--- config.mk ---
export PLATFORM = sky130hd
export DESIGN_NAME = servo_joint_slew_limiter_unit
export DESIGN_NICKNAME = d
export VERILOG_FILES = /design/src/design/svjsl_pkg.sv /design/src/design/servo_joint_slew_limiter_unit.sv /design/src/design/svjsl_joint_lane.sv
export SDC_FILE = /design/constraint.sdc
export NUM_CORES = 2
export LEC_CHECK = 0
export BUFFER_PORTS_ARGS = -buffer_cell sky130_fd_sc_hd__buf_2
export CAP_MARGIN = 20
export CELL_PAD_IN_SITES_DETAIL_PLACEMENT = 0
export CELL_PAD_IN_SITES_GLOBAL_PLACEMENT = 2
export CORE_UTILIZATION = 43
export DETAILED_ROUTE_END_ITERATION = 7
export HOLD_SLACK_MARGIN = 0.02
export MAX_ROUTING_LAYER = met4
export PLACE_DENSITY = 0.95
export SLEW_MARGIN = 10
export SYNTH_ARGS = -nofsm -noshare
export SYNTH_HDL_FRONTEND = slang
export SYNTH_SLANG_ARGS = --single-unit
--- constraint.sdc ---
create_clock -name aclk -period 27 [get_ports aclk]
set_clock_uncertainty 0.05 [all_clocks]
set_input_delay 1.35 -clock aclk [delete_from_list [all_inputs] [get_ports aclk]]
set_output_delay 1.35 -clock aclk [all_outputs]
set_load 0.005 [all_outputs]
--- src/design/svjsl_pkg.sv ---
// ----------------------------------------------------------------------------
// svjsl_pkg
// Shared types, constants and helpers for the servo joint slew limiter.
// ----------------------------------------------------------------------------
package svjsl_pkg;

    localparam int JOINTS     = 4;
    localparam int OUT_PULSES = 4;

    localparam int ANGLE_W    = 16;
    localparam int PULSE_W    = 12;
    localparam int STEP_W     = 15;
    localparam int DBAND_W    = 10;
    localparam int CFG_IDX_W  = 1;
    localparam int CFG_DATA_W = 15;

    localparam logic [1:0] FUNC_SET_JOINT = 2'd0;
    localparam logic [1:0] FUNC_TICK      = 2'd1;
    localparam logic [1:0] FUNC_SET_GRIP  = 2'd2;

    localparam logic [CFG_IDX_W-1:0] REG_MAX_STEP = 1'd0;
    localparam logic [CFG_IDX_W-1:0] REG_DEADBAND = 1'd1;

    localparam logic [STEP_W-1:0]  MAX_STEP_RESET = 15'd300;
    localparam logic [DBAND_W-1:0] DEADBAND_RESET = 10'd10;

    localparam logic signed [ANGLE_W-1:0] ANGLE_MAX = 16'sd18000;
    localparam logic [PULSE_W-1:0]        PULSE_MIN = 12'd500;
    localparam logic [PULSE_W-1:0]        PULSE_MAX = 12'd2500;

    // floor(x/9) == (x * ceil(2^17/9)) >> 17 for x < 32768
    localparam logic [13:0] DIV9_MULT = 14'd14564;

    typedef struct packed {
        logic [1:0]                 func;
        logic [2:0]                 joint;
        logic signed [ANGLE_W-1:0]  angle_cdeg;
        logic                       gripper_closed_in;
    } in_item_t;

    typedef struct packed {
        logic [PULSE_W-1:0] pulse_j0;
        logic [PULSE_W-1:0] pulse_j1;
        logic [PULSE_W-1:0] pulse_j2;
        logic [PULSE_W-1:0] pulse_j3;
        logic               gripper_out;
        logic [3:0]         moved_mask;
    } out_item_t;

    typedef struct packed {
        logic                       set_target;
        logic                       tick;
        logic signed [ANGLE_W-1:0]  angle;
        logic [STEP_W-1:0]          max_step;
        logic [DBAND_W-1:0]         deadband;
    } lane_cmd_t;

    typedef struct packed {
        logic               moved;
        logic [PULSE_W-1:0] pulse;
    } lane_stat_t;

    function automatic logic signed [ANGLE_W-1:0] home_angle(input int idx);
        unique case (idx)
            0:       home_angle = 16'sd9000;
            1:       home_angle = 16'sd1000;
            2:       home_angle = 16'sd1000;
            default: home_angle = 16'sd0;
        endcase
    endfunction

    function automatic logic [PULSE_W-1:0] angle_to_pulse(
        input logic signed [ANGLE_W-1:0] cdeg
    );
        logic [14:0] x;
        logic [28:0] prod;
        if (cdeg < 0) begin
            x = '0;
        end else if (cdeg > ANGLE_MAX) begin
            x = ANGLE_MAX[14:0];
        end else begin
            x = cdeg[14:0];
        end
        prod = 29'(x) * 29'(DIV9_MULT);
        angle_to_pulse = PULSE_MIN + prod[28:17];
    endfunction

endpackage

--- src/design/servo_joint_slew_limiter_unit.sv ---
// ----------------------------------------------------------------------------
// servo_joint_slew_limiter_unit
// Slew-limited servo joint angles mapped to PWM pulse widths.
// ----------------------------------------------------------------------------
// Input channel s_*: one request per command (set joint target, tick, set
// gripper). Result channel m_*: one result per request with all four pulse
// widths, the gripper level and the mask of joints moved by a tick.
// Config port cfg_*: register 0 max step, register 1 deadband; write when idle.
// Path: a request passes the input register, then the result register that
// drives m_valid; joint state updates as the request moves between the two.
// Throughput: one request per cycle while m_ready is high; the single-pass
// step/clamp/divide-by-9 path between the two registers sets the clock.
// Reset: joints return to home (90, 10, 10, 0 deg), gripper open, config to
// defaults, both registers empty.
// Stall: while m_ready is low the result is held; one more request is taken
// into the input register, then s_ready drops until the result leaves.
// ----------------------------------------------------------------------------
module servo_joint_slew_limiter_unit
    import svjsl_pkg::*;
(
    input  logic                   aclk,
    input  logic                   aresetn,
    input  logic                   s_valid,
    output logic                   s_ready,
    input  in_item_t               s_data,
    output logic                   m_valid,
    input  logic                   m_ready,
    output out_item_t              m_data,
    input  logic                   cfg_we,
    input  logic [CFG_IDX_W-1:0]   cfg_index,
    input  logic [CFG_DATA_W-1:0]  cfg_wdata
);

    logic               in_valid_reg, in_valid_next;
    in_item_t           in_data_reg;
    logic               out_valid_reg, out_valid_next;
    out_item_t          out_data_reg, out_data_next;
    logic               grip_reg, grip_next;
    logic [STEP_W-1:0]  max_step_reg;
    logic [DBAND_W-1:0] deadband_reg;
    logic               advance;

    lane_cmd_t          cmd   [JOINTS];
    lane_stat_t         stat  [JOINTS];
    logic [PULSE_W-1:0] pulse [OUT_PULSES];
    logic [3:0]         mask;

    assign advance = in_valid_reg && (!out_valid_reg || m_ready);
    assign s_ready = !in_valid_reg || advance;

    always_comb begin
        in_valid_next = in_valid_reg;
        if (s_valid && s_ready) begin
            in_valid_next = 1'b1;
        end else if (advance) begin
            in_valid_next = 1'b0;
        end
        out_valid_next = out_valid_reg;
        if (advance) begin
            out_valid_next = 1'b1;
        end else if (m_ready) begin
            out_valid_next = 1'b0;
        end
        grip_next = grip_reg;
        if (advance && in_data_reg.func == FUNC_SET_GRIP) begin
            grip_next = in_data_reg.gripper_closed_in;
        end
    end

    always_ff @(posedge aclk) begin
        if (!aresetn) begin
            in_valid_reg  <= 1'b0;
            out_valid_reg <= 1'b0;
            grip_reg      <= 1'b0;
            max_step_reg  <= MAX_STEP_RESET;
            deadband_reg  <= DEADBAND_RESET;
        end else begin
            in_valid_reg  <= in_valid_next;
            out_valid_reg <= out_valid_next;
            grip_reg      <= grip_next;
            if (cfg_we) begin
                unique case (cfg_index)
                    REG_MAX_STEP: max_step_reg <= cfg_wdata[STEP_W-1:0];
                    REG_DEADBAND: deadband_reg <= cfg_wdata[DBAND_W-1:0];
                    default: ;
                endcase
            end
        end
    end

    always_ff @(posedge aclk) begin
        if (s_valid && s_ready) begin
            in_data_reg <= s_data;
        end
        if (advance) begin
            out_data_reg <= out_data_next;
        end
    end

    genvar g;
    generate
        for (g = 0; g < JOINTS; g++) begin : g_lane
            always_comb begin
                cmd[g].set_target = advance && (in_data_reg.func == FUNC_SET_JOINT)
                                    && (in_data_reg.joint == 3'(g));
                cmd[g].tick       = advance && (in_data_reg.func == FUNC_TICK);
                cmd[g].angle      = in_data_reg.angle_cdeg;
                cmd[g].max_step   = max_step_reg;
                cmd[g].deadband   = deadband_reg;
            end

            svjsl_joint_lane u_lane (
                .aclk    (aclk),
                .aresetn (aresetn),
                .home_i  (home_angle(g)),
                .cmd     (cmd[g]),
                .stat    (stat[g])
            );
        end

        for (g = 0; g < OUT_PULSES; g++) begin : g_out
            if (g < JOINTS) begin : g_have
                assign pulse[g] = stat[g].pulse;
                assign mask[g]  = stat[g].moved;
            end else begin : g_none
                assign pulse[g] = PULSE_MIN;
                assign mask[g]  = 1'b0;
            end
        end
    endgenerate

    always_comb begin
        out_data_next.pulse_j0    = pulse[0];
        out_data_next.pulse_j1    = pulse[1];
        out_data_next.pulse_j2    = pulse[2];
        out_data_next.pulse_j3    = pulse[3];
        out_data_next.gripper_out = grip_next;
        out_data_next.moved_mask  = mask;
    end

    assign m_valid = out_valid_reg;
    assign m_data  = out_data_reg;

    // only ticks may report moved joints
    a_mask_tick_only: assert property (@(posedge aclk) disable iff (!aresetn)
        advance && (in_data_reg.func != FUNC_TICK) |=> out_data_reg.moved_mask == 4'd0)
        else $error("moved_mask set on a non-tick request");

    a_advance_fills: assert property (@(posedge aclk) disable iff (!aresetn)
        advance |=> out_valid_reg)
        else $error("result register not loaded after advance");

    a_ready_when_empty: assert property (@(posedge aclk) disable iff (!aresetn)
        !out_valid_reg |-> s_ready)
        else $error("input stalled while result register empty");

    a_pulse_range: assert property (@(posedge aclk) disable iff (!aresetn)
        out_valid_reg |-> (out_data_reg.pulse_j0 >= PULSE_MIN)
            && (out_data_reg.pulse_j0 <= PULSE_MAX)
            && (out_data_reg.pulse_j3 >= PULSE_MIN)
            && (out_data_reg.pulse_j3 <= PULSE_MAX))
        else $error("pulse width out of range");

    a_grip_hold: assert property (@(posedge aclk) disable iff (!aresetn)
        !advance |=> $stable(grip_reg))
        else $error("gripper changed without a request");

endmodule

--- src/design/svjsl_joint_lane.sv ---
// ----------------------------------------------------------------------------
// svjsl_joint_lane
// One joint: target/current angle and pulse registers, slew-limited step.
// ----------------------------------------------------------------------------
module svjsl_joint_lane
    import svjsl_pkg::*;
(
    input  logic                       aclk,
    input  logic                       aresetn,
    input  logic signed [ANGLE_W-1:0]  home_i,
    input  lane_cmd_t                  cmd,
    output lane_stat_t                 stat
);

    logic signed [ANGLE_W-1:0] target_reg, target_next;
    logic signed [ANGLE_W-1:0] current_reg, current_next;
    logic [PULSE_W-1:0]        pulse_reg, pulse_next;

    logic signed [ANGLE_W:0]   diff;
    logic [ANGLE_W:0]          mag;
    logic signed [ANGLE_W:0]   lim;
    logic signed [ANGLE_W:0]   step;
    logic                      moved;

    always_comb begin
        diff = 17'(target_reg) - 17'(current_reg);
        mag  = diff[ANGLE_W] ? 17'(-diff) : 17'(diff);
        lim  = $signed({2'b00, cmd.max_step});
        if (diff > lim) begin
            step = lim;
        end else if (diff < -lim) begin
            step = -lim;
        end else begin
            step = diff;
        end
        moved = cmd.tick && (mag >= 17'(cmd.deadband)) && (step != '0);

        target_next  = cmd.set_target ? cmd.angle : target_reg;
        // step never overshoots the target, so the sum stays in 16 bits
        current_next = moved ? current_reg + step[ANGLE_W-1:0] : current_reg;
        pulse_next   = moved ? angle_to_pulse(current_next) : pulse_reg;
    end

    always_ff @(posedge aclk) begin
        if (!aresetn) begin
            target_reg  <= home_i;
            current_reg <= home_i;
            pulse_reg   <= angle_to_pulse(home_i);
        end else begin
            target_reg  <= target_next;
            current_reg <= current_next;
            pulse_reg   <= pulse_next;
        end
    end

    assign stat.moved = moved;
    assign stat.pulse = pulse_next;

endmodule

==> impl_metrics.toml <==
[hold_path]
holdPathStages = 2
min_from = "g_lane[0].u_lane.target_reg[14]"
hold_end = "g_lane[0].u_lane.target_reg[14]"
worst_hold_path_type = "register to register"

[yosys]
synth_adder_area_share_pct = 31.0
synth_warnings = 0
ys_seq_area_share_pct = 17.6
netlist_instances = 4370
syn_avg_cell_area_um2 = 8.24
synth-edff-count = 75
syn_area_um2 = 36000
ys.flop_type = "dfxtp_1"
synthArstFlopShare_pct = 0
synth_top_family_by_area = "adder cells"
yosys.area_share.simple_pct = 16.9
ys_seq_elements = 279
synth-xor-area-share_pct = 5.47
synthMuxAreaShare_pct = 2.95
synth_compound_area_share_pct = 19.2
syn_nets = 5200
synth_cell_types = 114

[critical_path]
r2r-end = "m_data[12]"
cp.arrival_ns = 16.08
worstPathMaxFanout = 28
end_kind = "register"
slowest_delay_ns = 0.74
r2r_cells = 58
critPathSlowestCell = "a211oi_1"
start_kind = "register"
r2r_slack_ns = 11.16
regToRegStartpoint = "g_lane[3].u_lane.current_reg[0]"
cp.required_ns = 27.24
setup.worst_path.class = "register to register"

[floorplan]
initial_core_util_pct = 43.6
io_pins = 98
core_area_um2 = 82500
dieHeight_um = 291
num_rows = 105
die_w_um = 291
die_area_um2 = 84900

[global_route]
grt_max_degree = 72
grt_pass1_wl_um = 173000
gr-total-overflow = 0
antenna_found_initial = 0
grt_pass1_vias = 30000
track_usage_pct = 26.5

[detailed_routing]
wl_per_cell_um = 20.0
drt_first_pass_iters = 6
viasPerCell = 5.67
drc = 0
final_antenna_net_count = 0
drtIter0Drc = 2492
vias = 31300
routed_wl_um = 110000

[clocking]
cts_setup_buffers = 0
cts_num_sinks = 279
clkLatencyLatePin_ns = 0.56
htreeDepth = 2
cts_buffer_depth = 3
holdBufCountCts = 0
tritoncts = "done"
cts_made_buffers = 37
cts-root-buf = "clkbuf_16"
clk_pin_slew_ns = 0.06
cts-resized-gates = 0

[timing]
tightest_slew_ns = 1.05
rsz0062_at_grt = "false"
min_period_ns = 15.84
worst_slack_ns = 11.16
relSlewSlack_pct = 29.5
hold_viol_final = 0
fin_crit_sh_pct = 58.7
slew_viol_final = 0
setup_violations = 0
fmax_ghz = 0.0631
tns_ns = 0

[place]
dp_slack_ns = 11.29
portBuffers = 97
gp_congestion = 0.973
dp.cells = 5446
detailed_place_hpwl_um = 87700

[cells_and_area]
area_growth_pct = 8.23
finalNonFillerCells = 5515
layout-drive-gt1-share_pct = 6.82
diodes = 0
layout.nets = 5247

[run]
drv_cap = 0

[run_status]
status = "finished, final reports clean"
## worst max-delay path, delay by kind of cell (launching register included)
kind,cells,cell delay (ns)
and+or+nand+nor,12,3.21
DFF,1,0.36
xor gates and xnor gates,1,0.41
AOI/OAI and AO/OA,31,7.20
adders and majority gates,10,4.00
buffers and inverters,4,0.33
## kinds of logic (layout without fill, tap and decap cells)
kind of cell	Yosys count	in the layout
XOR/XNOR	220	220
flip-flops	279	279
adder cells (fa/ha/maj)	787	787
AO/OA/AOI/OAI	1060	1060
buffers and inverters	650	725
AND/OR/NAND/NOR	1271	1271
multiplexers	103	103
## cells in the final DEF (no fill, tap or decap), types with 19 or more instances in the layout
cell type,Yosys,final
a211o_1,20,20
a211oi_1,56,55
a21o_1,102,102
a21oi_1,328,327
a31oi_1,27,27
and2_1,54,54
and3_1,24,24
buf_2,10,98
buf_4,0,35
clkbuf_16,0,39
dfxtp_1,204,204
edfxtp_1,75,75
fa_1,174,174
ha_1,613,613
inv_1,517,516
mux2i_1,84,84
nand2_1,401,401
nand2b_1,46,46
nand3_1,91,91
nand4_1,49,49
nor2_1,337,337
nor2b_1,46,46
nor3_1,60,60
nor4_1,20,20
o211ai_1,33,33
o21a_1,52,52
o21ai_0,213,213
o21bai_1,22,22
o31ai_1,19,19
or2_2,39,40
or3_1,31,31
xnor2_1,142,142
xor2_1,75,75
## how the worst max path moves through the flow
| stage | from | slack [ns] | to | depth (start not counted) |
|---|---|---|---|---|
| global placement | g_lane[3].u_lane.current_reg[0] | 11.43 | m_data[12] | 58 |
| floorplan | g_lane[1].u_lane.current_reg[2] | 13.82 | m_data[39] | 59 |
| detailed placement | g_lane[3].u_lane.current_reg[0] | 11.29 | m_data[12] | 58 |
| CTS | g_lane[3].u_lane.current_reg[0] | 11.23 | m_data[12] | 58 |
| finish | g_lane[3].u_lane.current_reg[0] | 11.16 | m_data[12] | 58 |
| global route | g_lane[3].u_lane.current_reg[0] | 9.85 | m_data[12] | 58 |
## layout make-up
cell class | instances | area, µm²
clock buffer | 49 | 1070
clock inverter | 18 | 241
fill | 8178 | 43600
inverter | 524 | 1970
multi-input combinational | 3441 | 27200
sequential | 279 | 6340
tap | 1070 | 1340
timing repair buffer | 134 | 766
## through the flow
step                      hold slack [ns]  area (µm²)  utilization [%]
after detailed placement            0.400       37600             45.6
after global routing                0.422       39000             47.2
final                               0.410       39000             47.2
after CTS                           0.408       38900             47.2
after floorplan                     0.385       36000                -
after global placement              0.392       37600             45.6
## synthesized netlist by cell type (10+ instances only)
cell / count / area share [%]
edfxtp_1: 75 / 6.3
mux2_2: 17 / 0.53
o41ai_1: 10 / 0.24
inv_1: 517 / 5.4
nor3b_1: 10 / 0.21
nor3_1: 60 / 0.83
a211oi_1: 56 / 1.2
nand2b_1: 46 / 0.80
nand3b_1: 11 / 0.23
a211o_1: 20 / 0.49
o21ai_1: 16 / 0.22
buf_2: 10 / 0.14
mux2i_1: 84 / 2.3
nand2_1: 401 / 4.2
o31ai_1: 19 / 0.40
a21oi_1: 328 / 4.6
a21o_1: 102 / 2.1
a31oi_1: 27 / 0.47
o21ai_0: 213 / 3.0
nor2b_1: 46 / 0.80
clkbuf_1: 109 / 1.1
xor2_1: 75 / 1.8
o21a_1: 52 / 1.1
o22ai_1: 13 / 0.23
o21bai_1: 22 / 0.46
nor4_1: 20 / 0.35
o2111ai_1: 11 / 0.27
nand3_1: 91 / 1.3
nand4_1: 49 / 0.85
xnor2_1: 142 / 3.5
and2_1: 54 / 0.94
and3_1: 24 / 0.42
or3_1: 31 / 0.54
nor2_1: 337 / 3.5
dfxtp_1: 204 / 11
ha_1: 613 / 21
o31a_1: 10 / 0.24
or2_2: 39 / 0.68
fa_1: 174 / 9.7
o211ai_1: 33 / 0.69
## routing by layer
metal	vias up	GRT usage, %	wire length, µm	part of all wire [%]
li1	15400	-	-	-
met1	14800	38.0	53600	49
met2	958	38.7	45900	42
met3	130	4.67	8490	7.7
met4	0	5.06	2110	1.9
met5	-	-	0	0
Power is left out: the tool's default activity adds up to more than one toggle a clock period on the data nets, which glitch-free logic cannot reach.
